===== src/sv/sstau_pkg.sv =====
package sstau_pkg;

    // Stall state bit positions within the six-bit state mask
    localparam int ST_IO_SOME  = 0;
    localparam int ST_IO_FULL  = 1;
    localparam int ST_MEM_SOME = 2;
    localparam int ST_MEM_FULL = 3;
    localparam int ST_CPU_SOME = 4;
    localparam int ST_NONIDLE  = 5;
    localparam int NUM_STATES  = 6;

    // Count positions within the per-cpu count triple and the masks
    localparam int CNT_IOWAIT   = 0;
    localparam int CNT_MEMSTALL = 1;
    localparam int CNT_RUNNING  = 2;
    localparam int NUM_COUNTS   = 3;

    localparam int TIME_W  = 64;
    localparam int ACC_W   = 32;
    localparam int CPU_IDX_W = 3;
    localparam int Q_DEPTH = 2;

    // Item opcodes
    localparam logic OP_TASK = 1'b0;

    // Configuration register indexes
    localparam logic REG_ENABLE = 1'b0;
    localparam logic REG_TICK   = 1'b1;

    localparam logic [ACC_W-1:0] TICK_RESET = 32'd10000000;

    // What the back end has to do with an item
    typedef enum logic [1:0] {
        CLS_UPDATE,
        CLS_TICK,
        CLS_REPORT,
        CLS_NULL
    } item_cls_t;

    typedef enum logic {
        BK_IDLE,
        BK_EXEC
    } back_state_t;

    typedef struct packed {
        item_cls_t                cls;
        logic [CPU_IDX_W-1:0]     cpu;
        logic [NUM_COUNTS-1:0]    clr;
        logic [NUM_COUNTS-1:0]    set;
        logic [TIME_W-1:0]        now;
    } item_t;

    typedef struct packed {
        logic [NUM_STATES-1:0]             mask;
        logic [TIME_W-1:0]                 last;
        logic [NUM_STATES-1:0][ACC_W-1:0]  acc;
    } entry_t;

    typedef struct packed {
        logic              enable;
        logic [ACC_W-1:0]  tick_len;
    } cfg_t;

endpackage


===== src/sv/stall_state_time_accounting_unit.sv =====
// An accepted item moves from the input queue to the item register, and its result
// to the output register while no result waits. The back end takes a new item only
// once done with the last, as each item reads and writes back its per-cpu entry.
// The input queue holds two items and the output register one result.
// Reset (rst_n, asynchronous, active low) empties both queues, clears all
// entry valid bits so every cpu reads as zero, and restores the registers.
module stall_state_time_accounting_unit #(
    parameter int NUM_CPUS   = 8,
    parameter int COUNT_BITS = 16
) (
    input  logic         clk,
    input  logic         rst_n,
    input  logic         push,
    output logic         full,
    input  logic         opcode,
    input  logic [2:0]   cpu_index,
    input  logic [2:0]   clear_mask,
    input  logic [2:0]   set_mask,
    input  logic         task_memstalled,
    input  logic [63:0]  now_ns,
    output logic         empty,
    input  logic         pop,
    output logic [5:0]   active_mask,
    output logic [31:0]  io_some_time,
    output logic [31:0]  io_full_time,
    output logic [31:0]  mem_some_time,
    output logic [31:0]  mem_full_time,
    output logic [31:0]  cpu_some_time,
    output logic [31:0]  nonidle_time,
    output logic         count_underflow,
    input  logic         wr_en,
    input  logic         wr_index,
    input  logic [31:0]  wr_data
);

    logic                enable_reg;
    logic [31:0]         tick_len_reg;
    sstau_pkg::cfg_t     cfg;
    logic                q_pop;
    logic                q_empty;
    sstau_pkg::item_t    q_item;

    // Take configuration writes
    always_ff @(posedge clk or negedge rst_n)
    begin
        if (!rst_n)
        begin
            enable_reg   <= 1'b1;
            tick_len_reg <= sstau_pkg::TICK_RESET;
        end
        else if (wr_en)
        begin
            unique case (wr_index)
                sstau_pkg::REG_ENABLE: enable_reg   <= wr_data[0];
                sstau_pkg::REG_TICK:   tick_len_reg <= wr_data;
                default:               enable_reg   <= enable_reg;
            endcase
        end
    end

    assign cfg.enable   = enable_reg;
    assign cfg.tick_len = tick_len_reg;

    sstau_front #(
        .NUM_CPUS (NUM_CPUS)
    ) u_front (
        .clk             (clk),
        .rst_n           (rst_n),
        .push            (push),
        .full            (full),
        .opcode          (opcode),
        .cpu_index       (cpu_index),
        .clear_mask      (clear_mask),
        .set_mask        (set_mask),
        .task_memstalled (task_memstalled),
        .now_ns          (now_ns),
        .enable          (enable_reg),
        .q_pop           (q_pop),
        .q_empty         (q_empty),
        .q_item          (q_item)
    );

    sstau_back #(
        .NUM_CPUS   (NUM_CPUS),
        .COUNT_BITS (COUNT_BITS)
    ) u_back (
        .clk             (clk),
        .rst_n           (rst_n),
        .cfg             (cfg),
        .q_empty         (q_empty),
        .q_item          (q_item),
        .q_pop           (q_pop),
        .empty           (empty),
        .pop             (pop),
        .active_mask     (active_mask),
        .io_some_time    (io_some_time),
        .io_full_time    (io_full_time),
        .mem_some_time   (mem_some_time),
        .mem_full_time   (mem_full_time),
        .cpu_some_time   (cpu_some_time),
        .nonidle_time    (nonidle_time),
        .count_underflow (count_underflow)
    );

endmodule


===== src/sv/sstau_front.sv =====
module sstau_front #(
    parameter int NUM_CPUS = 8
) (
    input  logic                     clk,
    input  logic                     rst_n,
    input  logic                     push,
    output logic                     full,
    input  logic                     opcode,
    input  logic [2:0]               cpu_index,
    input  logic [2:0]               clear_mask,
    input  logic [2:0]               set_mask,
    input  logic                     task_memstalled,
    input  logic [63:0]              now_ns,
    input  logic                     enable,
    input  logic                     q_pop,
    output logic                     q_empty,
    output sstau_pkg::item_t         q_item
);

    localparam int PTR_W = $clog2(sstau_pkg::Q_DEPTH);

    sstau_pkg::item_t    q_mem [sstau_pkg::Q_DEPTH];
    logic [PTR_W-1:0]    wr_ptr_reg;
    logic [PTR_W-1:0]    wr_ptr_next;
    logic [PTR_W-1:0]    rd_ptr_reg;
    logic [PTR_W-1:0]    rd_ptr_next;
    logic [PTR_W:0]      count_reg;
    logic [PTR_W:0]      count_next;
    logic                accept;
    logic                in_range;
    sstau_pkg::item_t    new_item;

    // Classify the incoming item
    always_comb
    begin
        in_range      = {29'd0, cpu_index} < 32'(NUM_CPUS);
        new_item.cpu  = cpu_index;
        new_item.clr  = clear_mask;
        new_item.set  = set_mask;
        new_item.now  = now_ns;
        if (!in_range)
            new_item.cls = sstau_pkg::CLS_NULL;
        else if (!enable)
            new_item.cls = sstau_pkg::CLS_REPORT;
        else if (opcode == sstau_pkg::OP_TASK)
            new_item.cls = sstau_pkg::CLS_UPDATE;
        else if (task_memstalled)
            new_item.cls = sstau_pkg::CLS_TICK;
        else
            new_item.cls = sstau_pkg::CLS_REPORT;
    end

    assign full    = (count_reg == (PTR_W+1)'(sstau_pkg::Q_DEPTH));
    assign q_empty = (count_reg == '0);
    assign accept  = push && !full;
    assign q_item  = q_mem[rd_ptr_reg];

    // Advance the queue pointers
    always_comb
    begin
        wr_ptr_next = accept ? wr_ptr_reg + 1'b1 : wr_ptr_reg;
        rd_ptr_next = q_pop ? rd_ptr_reg + 1'b1 : rd_ptr_reg;
        count_next  = count_reg + (PTR_W+1)'(accept) - (PTR_W+1)'(q_pop);
    end

    always_ff @(posedge clk or negedge rst_n)
    begin
        if (!rst_n)
        begin
            wr_ptr_reg <= '0;
            rd_ptr_reg <= '0;
            count_reg  <= '0;
        end
        else
        begin
            wr_ptr_reg <= wr_ptr_next;
            rd_ptr_reg <= rd_ptr_next;
            count_reg  <= count_next;
        end
    end

    // Store the classified item
    always_ff @(posedge clk)
    begin
        if (accept)
            q_mem[wr_ptr_reg] <= new_item;
    end

endmodule


===== src/sv/sstau_back.sv =====
module sstau_back #(
    parameter int NUM_CPUS   = 8,
    parameter int COUNT_BITS = 16
) (
    input  logic                 clk,
    input  logic                 rst_n,
    input  sstau_pkg::cfg_t      cfg,
    input  logic                 q_empty,
    input  sstau_pkg::item_t     q_item,
    output logic                 q_pop,
    output logic                 empty,
    input  logic                 pop,
    output logic [5:0]           active_mask,
    output logic [31:0]          io_some_time,
    output logic [31:0]          io_full_time,
    output logic [31:0]          mem_some_time,
    output logic [31:0]          mem_full_time,
    output logic [31:0]          cpu_some_time,
    output logic [31:0]          nonidle_time,
    output logic                 count_underflow
);

    localparam int CPU_W = (NUM_CPUS > 1) ? $clog2(NUM_CPUS) : 1;
    localparam int NC    = sstau_pkg::NUM_COUNTS;
    localparam int NS    = sstau_pkg::NUM_STATES;
    localparam int AW    = sstau_pkg::ACC_W;
    localparam logic [COUNT_BITS-1:0] CNT_MAX = {COUNT_BITS{1'b1}};

    typedef logic [NC-1:0][COUNT_BITS-1:0] cnt_set_t;

    // Per-cpu entry store with valid bits standing in for a reset clear
    sstau_pkg::entry_t       ent_mem [NUM_CPUS];
    cnt_set_t                cnt_mem [NUM_CPUS];
    logic [NUM_CPUS-1:0]     valid_reg;

    sstau_pkg::back_state_t  state_reg;
    sstau_pkg::back_state_t  state_next;
    sstau_pkg::item_t        item_reg;
    sstau_pkg::entry_t       rd_ent_reg;
    cnt_set_t                rd_cnt_reg;
    logic                    rd_valid_reg;

    logic                    issue;
    logic                    advance;
    logic                    charge;
    logic                    mem_wr;
    logic [CPU_W-1:0]        rd_idx;
    logic [CPU_W-1:0]        wr_idx;
    logic [31:0]             rd_cpu_ext;
    logic [31:0]             wr_cpu_ext;

    sstau_pkg::entry_t       cur_ent;
    cnt_set_t                cur_cnt;
    sstau_pkg::entry_t       ent_new;
    cnt_set_t                cnt_new;
    cnt_set_t                cnt_upd;
    logic [NS-1:0]           mask_upd;
    logic [AW-1:0]           delta;
    logic [AW-1:0]           tick_credit;
    logic                    under;

    sstau_pkg::entry_t       res_ent;
    logic                    res_under;
    logic                    out_valid_reg;

    assign rd_cpu_ext = {29'd0, q_item.cpu};
    assign wr_cpu_ext = {29'd0, item_reg.cpu};
    assign rd_idx     = rd_cpu_ext[CPU_W-1:0];
    assign wr_idx     = wr_cpu_ext[CPU_W-1:0];

    // Sequence: read the entry, then update it and post the result
    always_comb
    begin
        state_next = state_reg;
        issue      = 1'b0;
        advance    = 1'b0;
        unique case (state_reg)
            sstau_pkg::BK_IDLE:
            begin
                if (!q_empty)
                begin
                    issue      = 1'b1;
                    state_next = sstau_pkg::BK_EXEC;
                end
            end
            sstau_pkg::BK_EXEC:
            begin
                if (!out_valid_reg || pop)
                begin
                    advance    = 1'b1;
                    state_next = sstau_pkg::BK_IDLE;
                end
            end
            default:
            begin
                state_next = sstau_pkg::BK_IDLE;
            end
        endcase
    end

    assign q_pop = issue;

    always_ff @(posedge clk or negedge rst_n)
    begin
        if (!rst_n)
            state_reg <= sstau_pkg::BK_IDLE;
        else
            state_reg <= state_next;
    end

    // Latch the item and read its cpu entry
    always_ff @(posedge clk)
    begin
        if (issue)
        begin
            item_reg     <= q_item;
            rd_ent_reg   <= ent_mem[rd_idx];
            rd_cnt_reg   <= cnt_mem[rd_idx];
            rd_valid_reg <= valid_reg[rd_idx];
        end
        if (mem_wr)
        begin
            ent_mem[wr_idx] <= ent_new;
            cnt_mem[wr_idx] <= cnt_new;
        end
    end

    always_ff @(posedge clk or negedge rst_n)
    begin
        if (!rst_n)
            valid_reg <= '0;
        else if (mem_wr)
            valid_reg[wr_idx] <= 1'b1;
    end

    assign cur_ent = rd_valid_reg ? rd_ent_reg : '0;
    assign cur_cnt = rd_valid_reg ? rd_cnt_reg : '0;
    assign charge  = (item_reg.cls == sstau_pkg::CLS_UPDATE) ||
                     (item_reg.cls == sstau_pkg::CLS_TICK);
    assign mem_wr  = advance && charge;

    // Charge elapsed time to active states; a tick may credit memory full
    always_comb
    begin
        logic [NS-1:0] m;
        m           = cur_ent.mask;
        delta       = item_reg.now[AW-1:0] - cur_ent.last[AW-1:0];
        tick_credit = (delta < cfg.tick_len) ? delta : cfg.tick_len;
        ent_new     = cur_ent;
        ent_new.last = item_reg.now;
        if (m[sstau_pkg::ST_IO_SOME])
        begin
            ent_new.acc[sstau_pkg::ST_IO_SOME] = cur_ent.acc[sstau_pkg::ST_IO_SOME] + delta;
            if (m[sstau_pkg::ST_IO_FULL])
                ent_new.acc[sstau_pkg::ST_IO_FULL] =
                    cur_ent.acc[sstau_pkg::ST_IO_FULL] + delta;
        end
        if (m[sstau_pkg::ST_MEM_SOME])
        begin
            ent_new.acc[sstau_pkg::ST_MEM_SOME] =
                cur_ent.acc[sstau_pkg::ST_MEM_SOME] + delta;
            if (m[sstau_pkg::ST_MEM_FULL])
                ent_new.acc[sstau_pkg::ST_MEM_FULL] =
                    cur_ent.acc[sstau_pkg::ST_MEM_FULL] + delta;
            else if (item_reg.cls == sstau_pkg::CLS_TICK)
                ent_new.acc[sstau_pkg::ST_MEM_FULL] =
                    cur_ent.acc[sstau_pkg::ST_MEM_FULL] + tick_credit;
        end
        if (m[sstau_pkg::ST_CPU_SOME])
            ent_new.acc[sstau_pkg::ST_CPU_SOME] =
                cur_ent.acc[sstau_pkg::ST_CPU_SOME] + delta;
        if (m[sstau_pkg::ST_NONIDLE])
            ent_new.acc[sstau_pkg::ST_NONIDLE] =
                cur_ent.acc[sstau_pkg::ST_NONIDLE] + delta;
        if (item_reg.cls == sstau_pkg::CLS_UPDATE)
            ent_new.mask = mask_upd;
    end

    // Move the counts; a clear of a zero count skips that count entirely
    always_comb
    begin
        cnt_upd = cur_cnt;
        under   = 1'b0;
        for (int t = 0; t < NC; t++)
        begin
            if (item_reg.clr[t])
            begin
                if (cur_cnt[t] == '0)
                    under = 1'b1;
                else if (!item_reg.set[t])
                    cnt_upd[t] = cur_cnt[t] - 1'b1;
            end
            else if (item_reg.set[t] && (cur_cnt[t] != CNT_MAX))
            begin
                cnt_upd[t] = cur_cnt[t] + 1'b1;
            end
        end
        cnt_new = (item_reg.cls == sstau_pkg::CLS_UPDATE) ? cnt_upd : cur_cnt;
    end

    // Derive the state mask from the new counts
    always_comb
    begin
        logic io;
        logic mem;
        logic run;
        io  = |cnt_upd[sstau_pkg::CNT_IOWAIT];
        mem = |cnt_upd[sstau_pkg::CNT_MEMSTALL];
        run = |cnt_upd[sstau_pkg::CNT_RUNNING];
        mask_upd = '0;
        mask_upd[sstau_pkg::ST_IO_SOME]  = io;
        mask_upd[sstau_pkg::ST_IO_FULL]  = io && !run;
        mask_upd[sstau_pkg::ST_MEM_SOME] = mem;
        mask_upd[sstau_pkg::ST_MEM_FULL] = mem && !run;
        mask_upd[sstau_pkg::ST_CPU_SOME] =
            cnt_upd[sstau_pkg::CNT_RUNNING] > COUNT_BITS'(1);
        mask_upd[sstau_pkg::ST_NONIDLE]  = io || mem || run;
    end

    // Pick the reported values
    always_comb
    begin
        case (item_reg.cls)
            sstau_pkg::CLS_NULL:
            begin
                res_ent   = '0;
                res_under = 1'b0;
            end
            sstau_pkg::CLS_REPORT:
            begin
                res_ent   = cur_ent;
                res_under = 1'b0;
            end
            sstau_pkg::CLS_TICK:
            begin
                res_ent   = ent_new;
                res_under = 1'b0;
            end
            default:
            begin
                res_ent   = ent_new;
                res_under = under;
            end
        endcase
    end

    // Hold the result until it is popped
    always_ff @(posedge clk or negedge rst_n)
    begin
        if (!rst_n)
            out_valid_reg <= 1'b0;
        else if (advance)
            out_valid_reg <= 1'b1;
        else if (pop)
            out_valid_reg <= 1'b0;
    end

    always_ff @(posedge clk)
    begin
        if (advance)
        begin
            active_mask     <= res_ent.mask;
            io_some_time    <= res_ent.acc[sstau_pkg::ST_IO_SOME];
            io_full_time    <= res_ent.acc[sstau_pkg::ST_IO_FULL];
            mem_some_time   <= res_ent.acc[sstau_pkg::ST_MEM_SOME];
            mem_full_time   <= res_ent.acc[sstau_pkg::ST_MEM_FULL];
            cpu_some_time   <= res_ent.acc[sstau_pkg::ST_CPU_SOME];
            nonidle_time    <= res_ent.acc[sstau_pkg::ST_NONIDLE];
            count_underflow <= res_under;
        end
    end

    assign empty = !out_valid_reg;

    // A waiting result blocks the back end
    a_hold_exec: assert property (@(posedge clk) disable iff (!rst_n)
        (state_reg == sstau_pkg::BK_EXEC && out_valid_reg && !pop)
        |=> (state_reg == sstau_pkg::BK_EXEC))
        else $error("back end advanced over a waiting result");

    // The queue is drained only from idle and never when empty
    a_pop_idle: assert property (@(posedge clk) disable iff (!rst_n)
        q_pop |-> (state_reg == sstau_pkg::BK_IDLE && !q_empty))
        else $error("queue popped out of turn");

    // Only task changes can flag an underflow
    a_under_task: assert property (@(posedge clk) disable iff (!rst_n)
        (advance && item_reg.cls != sstau_pkg::CLS_UPDATE) |=> !count_underflow)
        else $error("underflow flagged on a non-update item");

    // Out-of-range cpus report nothing
    a_null_zero: assert property (@(posedge clk) disable iff (!rst_n)
        (advance && item_reg.cls == sstau_pkg::CLS_NULL)
        |=> (active_mask == '0 && nonidle_time == '0))
        else $error("out-of-range cpu reported values");

    // An io full state never shows without its io some state
    a_full_nests: assert property (@(posedge clk) disable iff (!rst_n)
        out_valid_reg |-> !(active_mask[sstau_pkg::ST_IO_FULL] &&
                            !active_mask[sstau_pkg::ST_IO_SOME]))
        else $error("io full state without io some");

endmodule


===== config.mk =====
export PLATFORM = sky130hd
export DESIGN_NAME = stall_state_time_accounting_unit
export DESIGN_NICKNAME = d
export VERILOG_FILES = /design/src/sv/sstau_pkg.sv /design/src/sv/stall_state_time_accounting_unit.sv /design/src/sv/sstau_front.sv /design/src/sv/sstau_back.sv
export SDC_FILE = /design/constraint.sdc
export NUM_CORES = 2
export LEC_CHECK = 0
export BUFFER_PORTS_ARGS = -buffer_cell sky130_fd_sc_hd__buf_2
export CORE_ASPECT_RATIO = 1.1
export CORE_MARGIN = 2
export CORE_UTILIZATION = 40
export CTS_CLUSTER_SIZE = 14
export DETAILED_ROUTE_END_ITERATION = 7
export HOLD_SLACK_MARGIN = 0.03
export PLACE_DENSITY = 0.61
export SETUP_SLACK_MARGIN = 0.3
export SYNTH_ARGS = -nofsm -noshare
export SYNTH_HDL_FRONTEND = slang
export SYNTH_SLANG_ARGS = --single-unit

===== constraint.sdc =====
create_clock -name clk -period 77.9 [get_ports clk]
set_clock_uncertainty 0.05 [all_clocks]
set_input_delay 0 -clock clk [delete_from_list [all_inputs] [get_ports clk]]
set_output_delay 0 -clock clk [all_outputs]
set_load 0.03 [all_outputs]

Word-level counts from Yosys, hierarchy flattened. Memories as Yosys holds them, arrays and structs flattened. A register that Yosys moved wholly into a read port is not among the register bits. Cells that the tools add are included.

Flip-flop bits (word level): 322. Memory bits (writable): 2630. Output and inout bits: 201. Word-level logic and storage cells: 135. Memories: 3.

Add/sub/neg operators: 18. $lt $le $gt $ge: 5. Equality and inequality tests: 7. Mux-type cells: 50. Bitwise logic cells: 3. Reduce and logical (&&, ||, !) cells: 27.

Memories: u_back.ent_mem (words 8, bits a word 262, rd ports 1, clocked after memory_dff 1, wr ports 1, RTL line sstau_back.sv:32) `sstau_pkg::entry_t ent_mem [NUM_CPUS];`; u_back.cnt_mem (words 8, bits a word 48, rd ports 1, clocked after memory_dff 1, wr ports 1, RTL line sstau_back.sv:33) `cnt_set_t cnt_mem [NUM_CPUS];`; u_front.q_mem (words 2, bits a word 75, rd ports 1, clocked after memory_dff 0, wr ports 1, RTL line sstau_front.sv:22) `sstau_pkg::item_t q_mem [sstau_pkg::Q_DEPTH];`.

Operators with widths (number): 262-bit case mux with 2 select lines (1); 262-bit two-way mux (1); 32-bit adder (7); 16-bit two-way mux (12); 32-bit two-way mux (6); 64-bit two-way mux (2); 48-bit two-way mux (2); 16-bit by 1-bit adder with 16-bit output, second input constant (3); 16-bit zero test (3); 16-bit != test, second input constant (3); 16-bit OR reduction (3); 16-bit by 1-bit subtractor with 16-bit output, second input constant (3); 32-bit less-than comparator (1); 32-bit subtractor (1); 1-bit two-way mux (19); 16-bit by 1-bit > comparator with 1-bit output, second input constant (1); 1-bit logical AND (8); 3-bit by 4-bit less-than comparator with 1-bit output, second input constant (2); 8-bit OR (1); 2-bit equality test, second input constant (3); 2-bit two-way mux (3); 6-bit two-way mux (1); 2-bit zero test (2); 1-bit logical OR (4); other kinds (13) (18).

Logic depth before layout (Yosys ltp).
Depth after elaboration: 10. Depth in mapped cells: 48.

Hierarchy. A second synthesis with hierarchy kept.

Cells, all modules: 7729. Area total of the unflattened synthesis: 129618.1 sq um.

Modules (own cells, without submodules): sstau_back (instances 1, cells each 7405, area each 122446.2 sq um); sstau_front (instances 1, cells each 253, area each 5773.0 sq um); stall_state_time_accounting_unit (instances 1, cells each 71, area each 1398.8 sq um).

Least setup slack after synthesis. Ideal clock, no wire load.

Path kind: register -> register. Start point: reg u_back.out_valid_reg. End point: reg u_back.valid_reg[1]. Arrival time: 25.408 ns. Required time: 77.673 ns. Slack: 52.265 ns. Stages on the path, launching flop included: 7. Path through: dfrtp_1 -> nand2b_1 -> nand2_1 -> inv_1 -> nand3_1 -> nor3_1 -> or2_2.

Cells in the longest elaborated chain, start to end: 5.

Ends and longest elaborated chain: from (decl) (RTL line sstau_back.sv:64) `logic out_valid_reg;`; from (signal assigned) (RTL line sstau_back.sv:251) `out_valid_reg <= 1'b0;`; from (signal assigned) (RTL line sstau_back.sv:253) `out_valid_reg <= 1'b1;`; from (signal assigned) (RTL line sstau_back.sv:255) `out_valid_reg <= 1'b0;`; 1-bit zero test (RTL line sstau_back.sv:88) `if (!out_valid_reg || pop)`; 1-bit logical OR (RTL line sstau_back.sv:88); 1-bit two-way mux (RTL line sstau_back.sv:88); 1-bit two-way mux (RTL line sstau_back.sv:77) `unique case (state_reg)`; net u_back.advance (RTL line sstau_back.sv:44) `logic advance;`; 1-bit logical AND (RTL line sstau_back.sv:140) `assign mem_wr = advance && charge;`; to (signal assigned) (RTL line sstau_back.sv:131) `valid_reg <= '0;`; to (signal, indexed assignment) (RTL line sstau_back.sv:133) `valid_reg[wr_idx] <= 1'b1;`; to (decl) (RTL line sstau_back.sv:34) `logic [NUM_CPUS-1:0] valid_reg;`.

The timed path passes the listed nets, and every way through them passes these cells. A chain may end at the register's enable or synchronous reset.

==> flow_summary.json <==
{
  "grt_pass1_vias": 88500,
  "synth_top_area_cell": "edfxtp_1",
  "totalWireLength_um": 388000,
  "fp.dieW_um": 548,
  "worstSetupEndpointType": "register",
  "hpwl_um": 219000,
  "cts_root_buf": "clkbuf_16",
  "ctsResizeCount": 0,
  "synth_cells": 11200,
  "portBuffers": 281,
  "cpMaxStageDelayCell": "nor3_1",
  "relSlewSlack_pct": 7.24,
  "setup_viol": 0,
  "drt-wirelength-per-cell_um": 24.1,
  "grt_use_total_pct": 22.9,
  "num_vias": 91300,
  "finalSetupTns_ps": 0,
  "postLayoutCellArea_um2": 148000,
  "worstSetupPathType": "register to register",
  "post-route-period-util_pct": 13.7,
  "final_hold_viol_count": 0,
  "required_ps": 78610,
  "std_cell_rows": 219,
  "dr.pass1.iters": 6,
  "grt_max_degree": 184,
  "worst_slew_pin_slew_ps": 1380,
  "syn-cell-area_um2": 130000,
  "holdWs_ps": 337,
  "antenna_found_initial": 32,
  "drtIter0Drc": 10500,
  "status": "completed",
  "overflow": 0,
  "ios": 314,
  "nNetsFinal": 11900,
  "insertion_delay_ps": 950,
  "ant_nets": 0,
  "yosys-top-cells-area": "edfxtp_1, nand2_1, nand3_1",
  "ctsHtreeMaxLevel": 5,
  "clk_path_buf_depth": 4,
  "hold_class": "input pin to register",
  "largest_reg_flops": 1840,
  "core_um2": 324000,
  "numCtsBuffers": 306,
  "crit_top_cell": "a21oi_1",
  "crit_fanout": 34,
  "cts_tree": "done",
  "path_clk_slew_ps": 60,
  "synthFlopType": "edfxtp_1",
  "arrival_ps": 11390,
  "max_freq_ghz": 0.0937,
  "synth_seq_cells": 2878,
  "die_h_um": 602,
  "post-route-util_pct": 45.7,
  "yosysSeqAreaShare_pct": 66.3,
  "drv_cap": 0,
  "grt_pass1_wl_um": 570000,
  "cts_sinks": 2878,
  "yosysWarnings": 0,
  "min_period_ps": 10670,
  "cpPeakStageDelay_ps": 900,
  "synth_fp_nets": 11600,
  "synth_edf_count": 2831,
  "final-max-slew-violation-count": 0,
  "synth_cell_type_count": 97,
  "die-area_um2": 330000,
  "syn_to_final_growth_pct": 13.9,
  "num-fill-cells": 28800,
  "via_per_inst": 5.67,
  "synth_common_cells": "nand2_1, edfxtp_1, nand3_1",
  "critPathBufInv": 5,
  "avgSynthCellArea_um2": 11.6,
  "synth_top_cell_area_share_pct": 65.4,
  "start_util_pct": 40.2,
  "routabilityCongestion": 0.903,
  "place_area_um2": 136000,
  "worst_path_dominant_cell_family": "compound AO/OA/AOI/OAI gates",
  "rsz0062_at_grt": "false",
  "drive_above_1_share_pct": 9.54,
  "cp-start-kind": "register",
  "drc": 0,
  "async_flop_share_pct": 1.63,
  "yosysMostFrequentCell": "nand2_1"
}
==> stage by stage <==
| step | instances | worst slack [ps] |
|---|---|---|
| finish | 16100 | 67230 |
| global route | 16100 | 66780 |
| CTS | 16100 | 67420 |
| detailed placement | 15300 | 67440 |
| global placement | 15300 | 67660 |
| floorplan | 11200 | 52270 |
==> routing by layer <==
metal  wire length, um  global-route usage, %
met1            161000                   31.4
met2            176000                   35.9
met3             33200                   3.56
met4             17900                   10.1
met5               101                      0
==> what timing repair did <==
item | in CTS | in global routing
hold buffers | 192 | 0
setup buffers | 0 | 0
hold endpoints to repair | 256 | 0
==> cell families (layout without fill, tap and decap cells) <==
family                     after synthesis  in the layout  synth area share (%)
AOI/OAI and AO/OA                     1511           1511                  7.49
xor gates and xnor gates               262            262                  1.77
adders and majority gates              300            300                  2.93
buffers and inverters                  789           1372                  2.32
DFF                                   2878           2878                  66.3
muxes                                  207            207                  1.70
other                                    0             17                     0
and+or+nand+nor                       5236           5236                  17.5
==> layout make-up <==
| class | instances | area (um2) | share of cell area, % |
|---|---|---|---|
| Antenna cell | 17 | 42.5 | 0.0287 |
| Inverter | 158 | 633 | 0.428 |
| Multi-Input combinational cell | 7516 | 41100 | 27.8 |
| Timing Repair Buffer | 653 | 4900 | 3.31 |
| Tap cell | 4309 | 5390 | 3.64 |
| Clock buffer | 386 | 8150 | 5.51 |
| Sequential cell | 2878 | 86200 | 58.2 |
| Clock inverter | 175 | 1580 | 1.07 |
==> path summary, 6_finish.rpt <==
check                                    start                  endpoint  slack (ps)  depth (start not counted)
setup / recovery           u_back.ent_new[192]  u_back.mem_full_time[26]       67230                         36
hold / removal                       now_ns[8]       u_front.q_mem[0][8]         340                          3
max in group asynchronous                rst_n          tick_len_reg[29]       77060                          4
setup reg to reg           u_back.ent_new[192]  u_back.mem_full_time[26]       67230                         36
hold reg to reg            u_back.valid_reg[6]       u_back.valid_reg[6]         420                          1
min in group asynchronous                rst_n          tick_len_reg[12]         380                          3
==> cell usage in the layout, fill, tap and decap left out, types with 17 or more instances in the layout <==
| cell type | Yosys | final |
|---|---|---|
| diode_2 | 0 | 17 |
| o21ai_0 | 528 | 528 |
| o21bai_1 | 43 | 43 |
| clkinv_2 | 0 | 43 |
| xnor2_1 | 173 | 151 |
| nand4_1 | 39 | 39 |
| o211ai_1 | 38 | 38 |
| o21a_1 | 41 | 41 |
| inv_1 | 153 | 150 |
| clkbuf_1 | 523 | 66 |
| ha_1 | 291 | 291 |
| and2_1 | 180 | 180 |
| clkinv_1 | 3 | 63 |
| a21oi_1 | 281 | 281 |
| dfrtp_1 | 38 | 37 |
| o31ai_1 | 22 | 21 |
| edfxtp_1 | 2831 | 2831 |
| buf_2 | 25 | 280 |
| buf_4 | 6 | 165 |
| nand2b_1 | 42 | 42 |
| xnor2_2 | 1 | 23 |
| nand2_1 | 2875 | 2873 |
| a211oi_1 | 50 | 50 |
| or2_2 | 21 | 21 |
| or3_1 | 22 | 22 |
| bufinv_16 | 0 | 17 |
| clkinvlp_4 | 0 | 17 |
| a21o_1 | 124 | 124 |
| nand3_1 | 1480 | 1480 |
| xor2_1 | 88 | 84 |
| nor2_1 | 398 | 383 |
| dlygate4sd3_1 | 0 | 191 |
| a22o_1 | 135 | 135 |
| nor3_1 | 70 | 67 |
| a31oi_1 | 41 | 41 |
| mux2_2 | 109 | 109 |
| and3_1 | 29 | 28 |
| nor2b_1 | 22 | 22 |
| clkbuf_16 | 0 | 311 |
| mux2i_1 | 98 | 95 |
==> worst min-delay path, cell delays in order <==
cell	delay [ps]
dlygate4sd3_1	510
buf_2	90
dlygate4sd3_1	560
Power is not shown: default switching activity piles up to over one toggle a cycle in this logic, so the estimate is an artifact.
